### src/hw/rtl/rlt_pkg.sv
// ----------------------------------------------------------------------------
// rlt_pkg
// Constants and controller/datapath handshake types of the line table.
// ----------------------------------------------------------------------------
package rlt_pkg;

  localparam int MAX_RUNS  = 256;
  localparam int MAX_BYTES = 65536;

  localparam int DATA_W  = 16;
  localparam int RUN_AW  = (MAX_RUNS > 1) ? $clog2(MAX_RUNS) : 1;
  localparam int RUN_CW  = $clog2(MAX_RUNS + 1);
  localparam int BYTES_W = $clog2(MAX_BYTES + 1);
  localparam int ACC_W   = (BYTES_W > DATA_W + 1) ? BYTES_W : DATA_W + 1;

  localparam logic [DATA_W-1:0] COUNT_MAX = {DATA_W{1'b1}};

  localparam logic MODE_APPEND = 1'b0;
  localparam logic MODE_QUERY  = 1'b1;

  typedef struct packed {
    logic append;   // apply append and load its result beat
    logic q_start;  // latch offset, clear sum and index
    logic rd_en;    // read run at index
    logic q_acc;    // fold run count into sum, advance index
    logic q_hit;    // record hit line
    logic q_miss;   // record miss
    logic push;     // load query result beat
  } cmd_t;

  typedef struct packed {
    logic out_free;
    logic mode;
    logic empty;
    logic hit;
    logic last;
  } status_t;

endpackage

### src/hw/rtl/rlt_ctrl.sv
// ----------------------------------------------------------------------------
// rlt_ctrl
// Sequencer: takes items, walks runs for queries, hands off result beats.
// ----------------------------------------------------------------------------
module rlt_ctrl (
  input  logic             clk,
  input  logic             rst_n,
  input  logic             in_valid,
  output logic             in_ready,
  input  rlt_pkg::status_t st,
  output rlt_pkg::cmd_t    cmd
);

  typedef enum logic [1:0] {
    S_IDLE,
    S_RD,
    S_CHK,
    S_PUSH
  } state_t;

  state_t state_r, state_nxt;
  logic   accept;

  assign in_ready = (state_r == S_IDLE) && st.out_free;
  assign accept   = in_valid && in_ready;

  always_comb begin
    state_nxt = state_r;
    cmd       = '0;
    case (state_r)
      S_IDLE: begin
        if (accept) begin
          if (st.mode == rlt_pkg::MODE_APPEND) begin
            cmd.append = 1'b1;
          end else if (st.empty) begin
            cmd.q_miss = 1'b1;
            state_nxt  = S_PUSH;
          end else begin
            cmd.q_start = 1'b1;
            state_nxt   = S_RD;
          end
        end
      end
      S_RD: begin
        cmd.rd_en = 1'b1;
        state_nxt = S_CHK;
      end
      S_CHK: begin
        if (st.hit) begin
          cmd.q_hit = 1'b1;
          state_nxt = S_PUSH;
        end else if (st.last) begin
          cmd.q_miss = 1'b1;
          state_nxt  = S_PUSH;
        end else begin
          cmd.q_acc = 1'b1;
          state_nxt = S_RD;
        end
      end
      S_PUSH: begin
        if (st.out_free) begin
          cmd.push  = 1'b1;
          state_nxt = S_IDLE;
        end
      end
      default: begin
        state_nxt = S_IDLE;
      end
    endcase
  end

  always_ff @(posedge clk) begin
    if (!rst_n) begin
      state_r <= S_IDLE;
    end else begin
      state_r <= state_nxt;
    end
  end

endmodule

### config.mk
export PLATFORM = sky130hd
export DESIGN_NAME = rlt_ctrl
export DESIGN_NICKNAME = d
export VERILOG_FILES = /design/src/hw/rtl/rlt_pkg.sv /design/src/hw/rtl/rlt_ctrl.sv
export SDC_FILE = /design/constraint.sdc
export NUM_CORES = 1
export LEC_CHECK = 0
export ABC_CLOCK_PERIOD_IN_PS = 1600
export BUFFER_PORTS_ARGS = -buffer_cell sky130_fd_sc_hd__buf_4
export CAP_MARGIN = 30
export CORE_AREA = 5 5 42 44
export DETAILED_ROUTE_END_ITERATION = 8
export DIE_AREA = 0 0 47 49
export PLACE_DENSITY = 0.49
export SLEW_MARGIN = 10
export SYNTH_ARGS = -nofsm -noshare
export SYNTH_HDL_FRONTEND = slang
export SYNTH_SLANG_ARGS = --single-unit
export TNS_END_PERCENT = 10
### constraint.sdc
create_clock -name clk -period 1.6 [get_ports clk]
set_input_delay 0.16 -clock clk [delete_from_list [all_inputs] [get_ports clk]]
set_output_delay 0.16 -clock clk [all_outputs]
set_load 0.01 [all_outputs]
Word-level counts from Yosys, hierarchy flattened --
Index checks and enable logic that the tools add are counted.
Word-level totals: input bits 8, flip-flop bits (word level) 2, output and inout port bits 8
Cells by class: mux-type cells 25, reduce and logical (&&, ||, !) cells 4, equal/unequal tests 6
Operator list (number):
- 2-to-1 mux 2 bit | 9
- 2-to-1 mux 1 bit | 14
- case mux 2 bit (4 select lines) | 1
- != test 2 bit (second input constant) | 3
- equality test 2 bit (second input constant) | 2
- AND reduction 3 bit | 1
- equality test 2 x 1 -> 1 bit (second input constant) | 1
- logical AND 1 bit | 2
- zero test 2 bit | 1
- case mux 1 bit (2 select lines) | 1

Longest topological paths before layout --
Gate-level depths: netlist of the first run.
depth after elaboration 5, mapped depth 3, mapped depth without buffers 2

Worst setup path before layout of the first run --
OpenSTA, ideal clock, no wires.
kind register to output, start register state_r[0], end output port cmd[5] (netlist name), required time 1.440 ns, slack 0.576 ns, cell stages (with the launch flop) 3, arrival time 0.864 ns, buffers on the path 1, cell sequence dfxtp_1 -> buf_6 -> nor4_1
RTL lines:
- from (decl) | line rlt_ctrl.sv:21 | state_t state_r, state_nxt;
- from (signal assigned) | line rlt_ctrl.sv:76 | state_r <= state_nxt;
- to (decl) | line rlt_ctrl.sv:11 | output rlt_pkg::cmd_t cmd

==> results of run 1 <==
area by class of cell:
cell class / instances / area share
flip-flops and latches: 2 / 0.118
inverters: 2 / 0.0221
well taps: 16 / 0.0588
clock buffers: 3 / 0.0662
repair buffers: 15 / 0.331
multi-input cells: 14 / 0.404
layout by cell type (no fill, tap or decap), types with 2 or more instances in the layout:
cell and count:
inv_1 2, clkbuf_4 3, dfxtp_1 2, buf_4 15
power groups by stage:
stage	Clock (uW)	Sequential (uW)	Combinational (uW)
4_1_cts	122	64.9	68.3
6_report	114	64.9	67.6
2_1_floorplan	0	59.8	37.2
5_1_grt	122	66.0	73.6
3_5_place_dp	0	65.4	68.0
3_3_place_gp	0	66.1	68.7
critical path, stage by stage (launching register included):
cell	delay, ns
dfxtp_1	0.50
nor2_1	0.15
and4b_2	0.26
buf_4	0.14
cell families (layout without fill, tap and decap cells):
family / Yosys count / after routing / synth area share
and+or+nand+nor: 11 / 11 / 0.541
DFF: 2 / 2 / 0.204
AOI/OAI and AO/OA: 3 / 3 / 0.159
buffers and inverters: 3 / 20 / 0.0956
per-layer routing:
layer  share of wire  vias to the layer above
li1                -                      109
met1            0.54                      103
met2            0.33                       16
met3            0.13                        0
met4               0                        0
met5               0                        -
final timing paths:
check                                              from                      end  slack, ns  cells past startpoint
worst max-delay path            state_r[0]$_SDFFE_PN0P_                   cmd[6]       0.17                      3
worst min-delay path                              st[4]  state_r[0]$_SDFFE_PN0P_       0.18                      2
worst max register to register  state_r[0]$_SDFFE_PN0P_  state_r[1]$_SDFFE_PN0P_       0.55                      2
worst min register to register  state_r[1]$_SDFFE_PN0P_  state_r[0]$_SDFFE_PN0P_       0.60                      2
through the flow:
| step | cells | instance area (sq um) | power (uW) | hold slack (ns) |
|---|---|---|---|---|
| final | 52 | 340 | 246 | 0.181 |
| after global routing | 52 | 340 | 262 | 0.185 |
| after CTS | 52 | 340 | 255 | 0.170 |
| after detailed placement | 49 | 318 | 133 | 0.423 |
| after global placement | 49 | 318 | 135 | 0.424 |
| after floorplan | 19 | 196 | 97.0 | 0.271 |
==> flow_summary.ini, run 1 <==
[outcome]
outcome = completed

[floorplan]
die_height_um = 49
fp.dieW_um = 47
core_sq_mm = 0.00140
ios = 16
die-area_sq_mm = 0.00230
rows = 14
initial_core_util = 0.140

[logic_synthesis]
syn_nets = 27
synth_common_cells = 2 x dfxtp_1, 2 x inv_1
syn_area_sq_um = 196
ys_seq_area_frac = 0.204
yosys_warnings = 0
netlist_instances = 19
syn_area_per_cell_sq_um = 10.3
synth_cell_types = 17
synth-async-reset-ratio = 0
yosys_register_bits = 2
synth_edf_count = 0
ys.flop_type = dfxtp_1
synth_top_area_share = 0.204
yosys-top-cells-area = dfxtp_1 20%, nor4b_4 12%, a2111oi_2 7.6%, nand4_2 6.4%, and3_4 5.7%
synth_area_leader_cell = dfxtp_1

[detailed_routing]
drtPass1Iterations = 2
ant_nets = 0
vias_per_cell = 4.38
drtIter0Drc = 6
drt_wl_total_um = 631
wl_per_cell_um = 12.1
drc_errors = 0
num_vias = 228

[global_route]
grt_antenna_before_repair = 0
use_met1 = 0.0917
grt_pass1_vias = 237
overflow = 0
grt_use_total = 0.0604
busiest_layer = met1
grt_max_degree = 10
use_met2 = 0.0520
met3_usage = 0.0443
grt_first_pass_wirelength_um = 979

[clock_network]
post_cts_buffers = 0
numCtsBuffers = 3
clkSinkCount = 2
cts_resized = 0
path_clk_slew_ns = 0.03
root_buffer = clkbuf_4
clk_path_buf_depth = 2
cts_tree = yes
clock_latency_ns = 0.23
holdBufCountCts = 0
htreeDepth = 1

[setup_path]
cp-start-kind = register
worstPathMaxFanout = 9
arrival_ns = 1.27
critical_path_class = reg2out
cp.required_ns = 1.44
end_kind = primary output

[pwr]
leakage_uw = 0.000150
p_seq_frac = 0.264
p_per_area_mw_per_mm2 = 723
pwr-share-comb = 0.275
ir_drop_mv = 0.188
switchingPower_uw = 69.6
p_int_uw = 177
p_sw_frac = 0.283
power.share.clock = 0.461

[hold_path]
hold_path.class = in2reg

[timing]
timing.fmax_mhz = 697
tns_ns = 0
hold_viol_final = 0
drv_slew = 0
fin_ws_ns = 0.165
slew_headroom = 0.781
finalClockSkew_ns = 0.00579
worst_pin_slew_ns = 0.327
min_period_ns = 1.43
rsz0062_at_grt = false
setup_viol = 0
min_period_over_period = 0.897

[cells_and_area]
seq_area_sq_um = 40.0
fin_nets = 46
n_fill_cell = 166
final_util = 0.243
largest-register = state_r
multi_input_area_sq_um = 138
layout-drive-gt1-share = 0.667
area_growth_pct = 73.2
diodes = 0
reg.largest.list = state_r (2)
largest_reg_flops = 2

[placed_design]
gp_congestion = 0.740
dp_hpwl_um = 500
dpl_worst_slack_ns = 0.405
portBuffers = 15

[job]
maxCapViolCount = 0
(Power assumes the default switching activity.)
==> run 2, diff against run 1 <==
Settings changed: ABC_AREA set to 1, CTS_BUF_LIST set to sky130_fd_sc_hd__clkbuf_16, PLACE_DENSITY 0.49 to 0.48.
==> run 2 against run 1 <==
  * Fmax up 7.9%
  * Setup slack better by 0.11 ns
  * Global-route usage up 0.14 points
  * Hold slack better by 0.011 ns
  * Combinational power up 58%
  * Die area unchanged
  * Synthesized cell count up 74%
  * Power up 120%
  * Count of clock-buffer cells in the layout unchanged
  * Critical path type unchanged
  * Largest cell class unchanged
==> flow_summary.ini, run 2 <==
[outcome]
outcome = completed

[floorplan]
die-area_sq_mm = 0.00230
initial_core_util = 0.131
fp.dieW_um = 47
rows = 14
ios = 16
die_height_um = 49
core_sq_mm = 0.00140

[global_route]
grt_first_pass_wirelength_um = 959
grt_pass1_vias = 263
grt_max_degree = 6
overflow = 0
grt_use_total = 0.0619
grt_antenna_before_repair = 0

[setup_path]
end_kind = primary output
arrival_ns = 1.17
cp.required_ns = 1.44
cpMostUsedCell = nor2_2
cp_slowest_stage_delay_ns = 0.34
cp-start-kind = register
reg2reg_from = state_r[0]$_SDFFE_PN0P_
crit_chain = nor2_2, inv_1, nor2_2, nand2_1, nor2_1, buf_4
critical_path_class = reg2out
startpoint = state_r[0]$_SDFFE_PN0P_
slowest_stage = dfxtp_1
worstPathMaxFanout = 5

[cells_and_area]
fin_nets = 61
largest-register = state_r
layout-drive-gt1-share = 0.431
largest_reg_flops = 2
n_fill_cell = 168
diodes = 0
area_growth_pct = 113
multi_input_area_sq_um = 118
seq_area_sq_um = 40.0
layout_common_cells = 15 x buf_4, 7 x inv_1, 7 x nand2_1
layout_commonest_cell = buf_4
reg.largest.list = state_r (2)

[timing]
min_period_ns = 1.33
timing.fmax_mhz = 752
hold_viol_final = 0
drv_slew = 0
min_period_over_period = 0.831
finalClockSkew_ns = 0.0000141
setup_viol = 0
worst_pin_slew_ns = 0.175
slew_headroom = 0.883
tns_ns = 0
rsz0062_at_grt = false

[logic_synthesis]
ys.flop_type = dfxtp_1
syn_nets = 41
synth_edf_count = 0
syn_area_per_cell_sq_um = 5.57
yosys_register_bits = 2
netlist_instances = 33
synth_top_area_share = 0.218
ys_seq_area_frac = 0.218
yosys-top-cells-area = dfxtp_1 22%, inv_1 14%, nand2_1 14%, nor2_2 10%, nor2_1 8.2%
synth-async-reset-ratio = 0
yosys_warnings = 0
synth_cell_types = 11
syn_area_sq_um = 184
synth_area_leader_cell = dfxtp_1
synth_common_cells = 7 x inv_1, 7 x nand2_1, 4 x nor2_1, 3 x nor2_2

[clock_network]
clkSinkCount = 2
numCtsBuffers = 3
clk_path_buf_depth = 2
holdBufCountCts = 0
cts_tree = yes
root_buffer = clkbuf_16
cts_resized = 0
post_cts_buffers = 0
path_clk_slew_ns = 0.03
htreeDepth = 1
clock_latency_ns = 0.22

[detailed_routing]
num_vias = 256
drtPass1Iterations = 4
wl_per_cell_um = 8.69
drtIter0Drc = 1
drc_errors = 0
vias_per_cell = 3.82
ant_nets = 0
drt_wl_total_um = 582

[pwr]
ir_drop_mv = 0.467
power.total_uw = 552
p_per_area_mw_per_mm2 = 1410
leakage_uw = 0.000209

[hold_path]
hold_path.class = in2reg
min_from = rst_n

[placed_design]
gp_congestion = 0.613
dp_hpwl_um = 473
portBuffers = 15

[job]
maxCapViolCount = 0
## run 2: cell types whose count changed after synthesis, moves of 2 or more
cell,previous run,this run
a21oi_1,0,2
inv_1,2,7
nand2_1,0,7
nor2_1,1,4
nor2_2,0,3
nor3_1,0,2
o21ai_0,0,2
## run 2: metal layers
layer  part of all wire  GRT usage
met1               0.32     0.0525
met2               0.52     0.0950
met3               0.13     0.0258
met4              0.036     0.0691
met5                  0          0
## run 2: critical path: cells and delay by family, from the launching register on
family,cells,cell delay [ns]
buffers and inverters,2,0.20
DFF,1,0.34
and+or+nand+nor,4,0.40
## run 2: worst paths after layout
path | depth (start not counted) | slack, ns | endpoint
worst max-delay path | 6 | 0.27 | cmd[6]
worst min-delay path | 3 | 0.19 | state_r[0]$_SDFFE_PN0P_
worst max register to register | 5 | 0.63 | state_r[1]$_SDFFE_PN0P_
worst min register to register | 2 | 0.58 | state_r[0]$_SDFFE_PN0P_
## run 2: final cells by class
type	count	share of cell area
inverters	7	0.0671
multi-input cells	24	0.300
flip-flops and latches	2	0.102
repair buffers	15	0.288
clock buffers	3	0.192
well taps	16	0.0511
## run 2: logic make-up after synthesis
logic type | after synthesis | share of synthesized area
AO/OA/AOI/OAI | 5 | 0.136
buffers and inverters | 7 | 0.143
AND/OR/NAND/NOR | 19 | 0.503
flip-flops | 2 | 0.218
## run 2: power breakdown
| group | internal (uW) | total, uW | switching [uW] |
|---|---|---|---|
| combinational | 49.8 | 107 | 57.0 |
| sequential | 57.3 | 65.8 | 8.49 |
| clock | 318 | 380 | 61.5 |
## run 2: through the flow
stage	util	instance area (sq um)	setup WS, ns	instances	hold slack, ns
2_1_floorplan	-	184	0.517	33	0.292
3_3_place_gp	0.226	317	0.502	64	0.410
3_5_place_dp	0.226	317	0.500	64	0.421
4_1_cts	0.279	392	0.256	67	0.190
5_1_grt	0.279	392	0.174	67	0.210
6_report	0.279	392	0.271	67	0.192
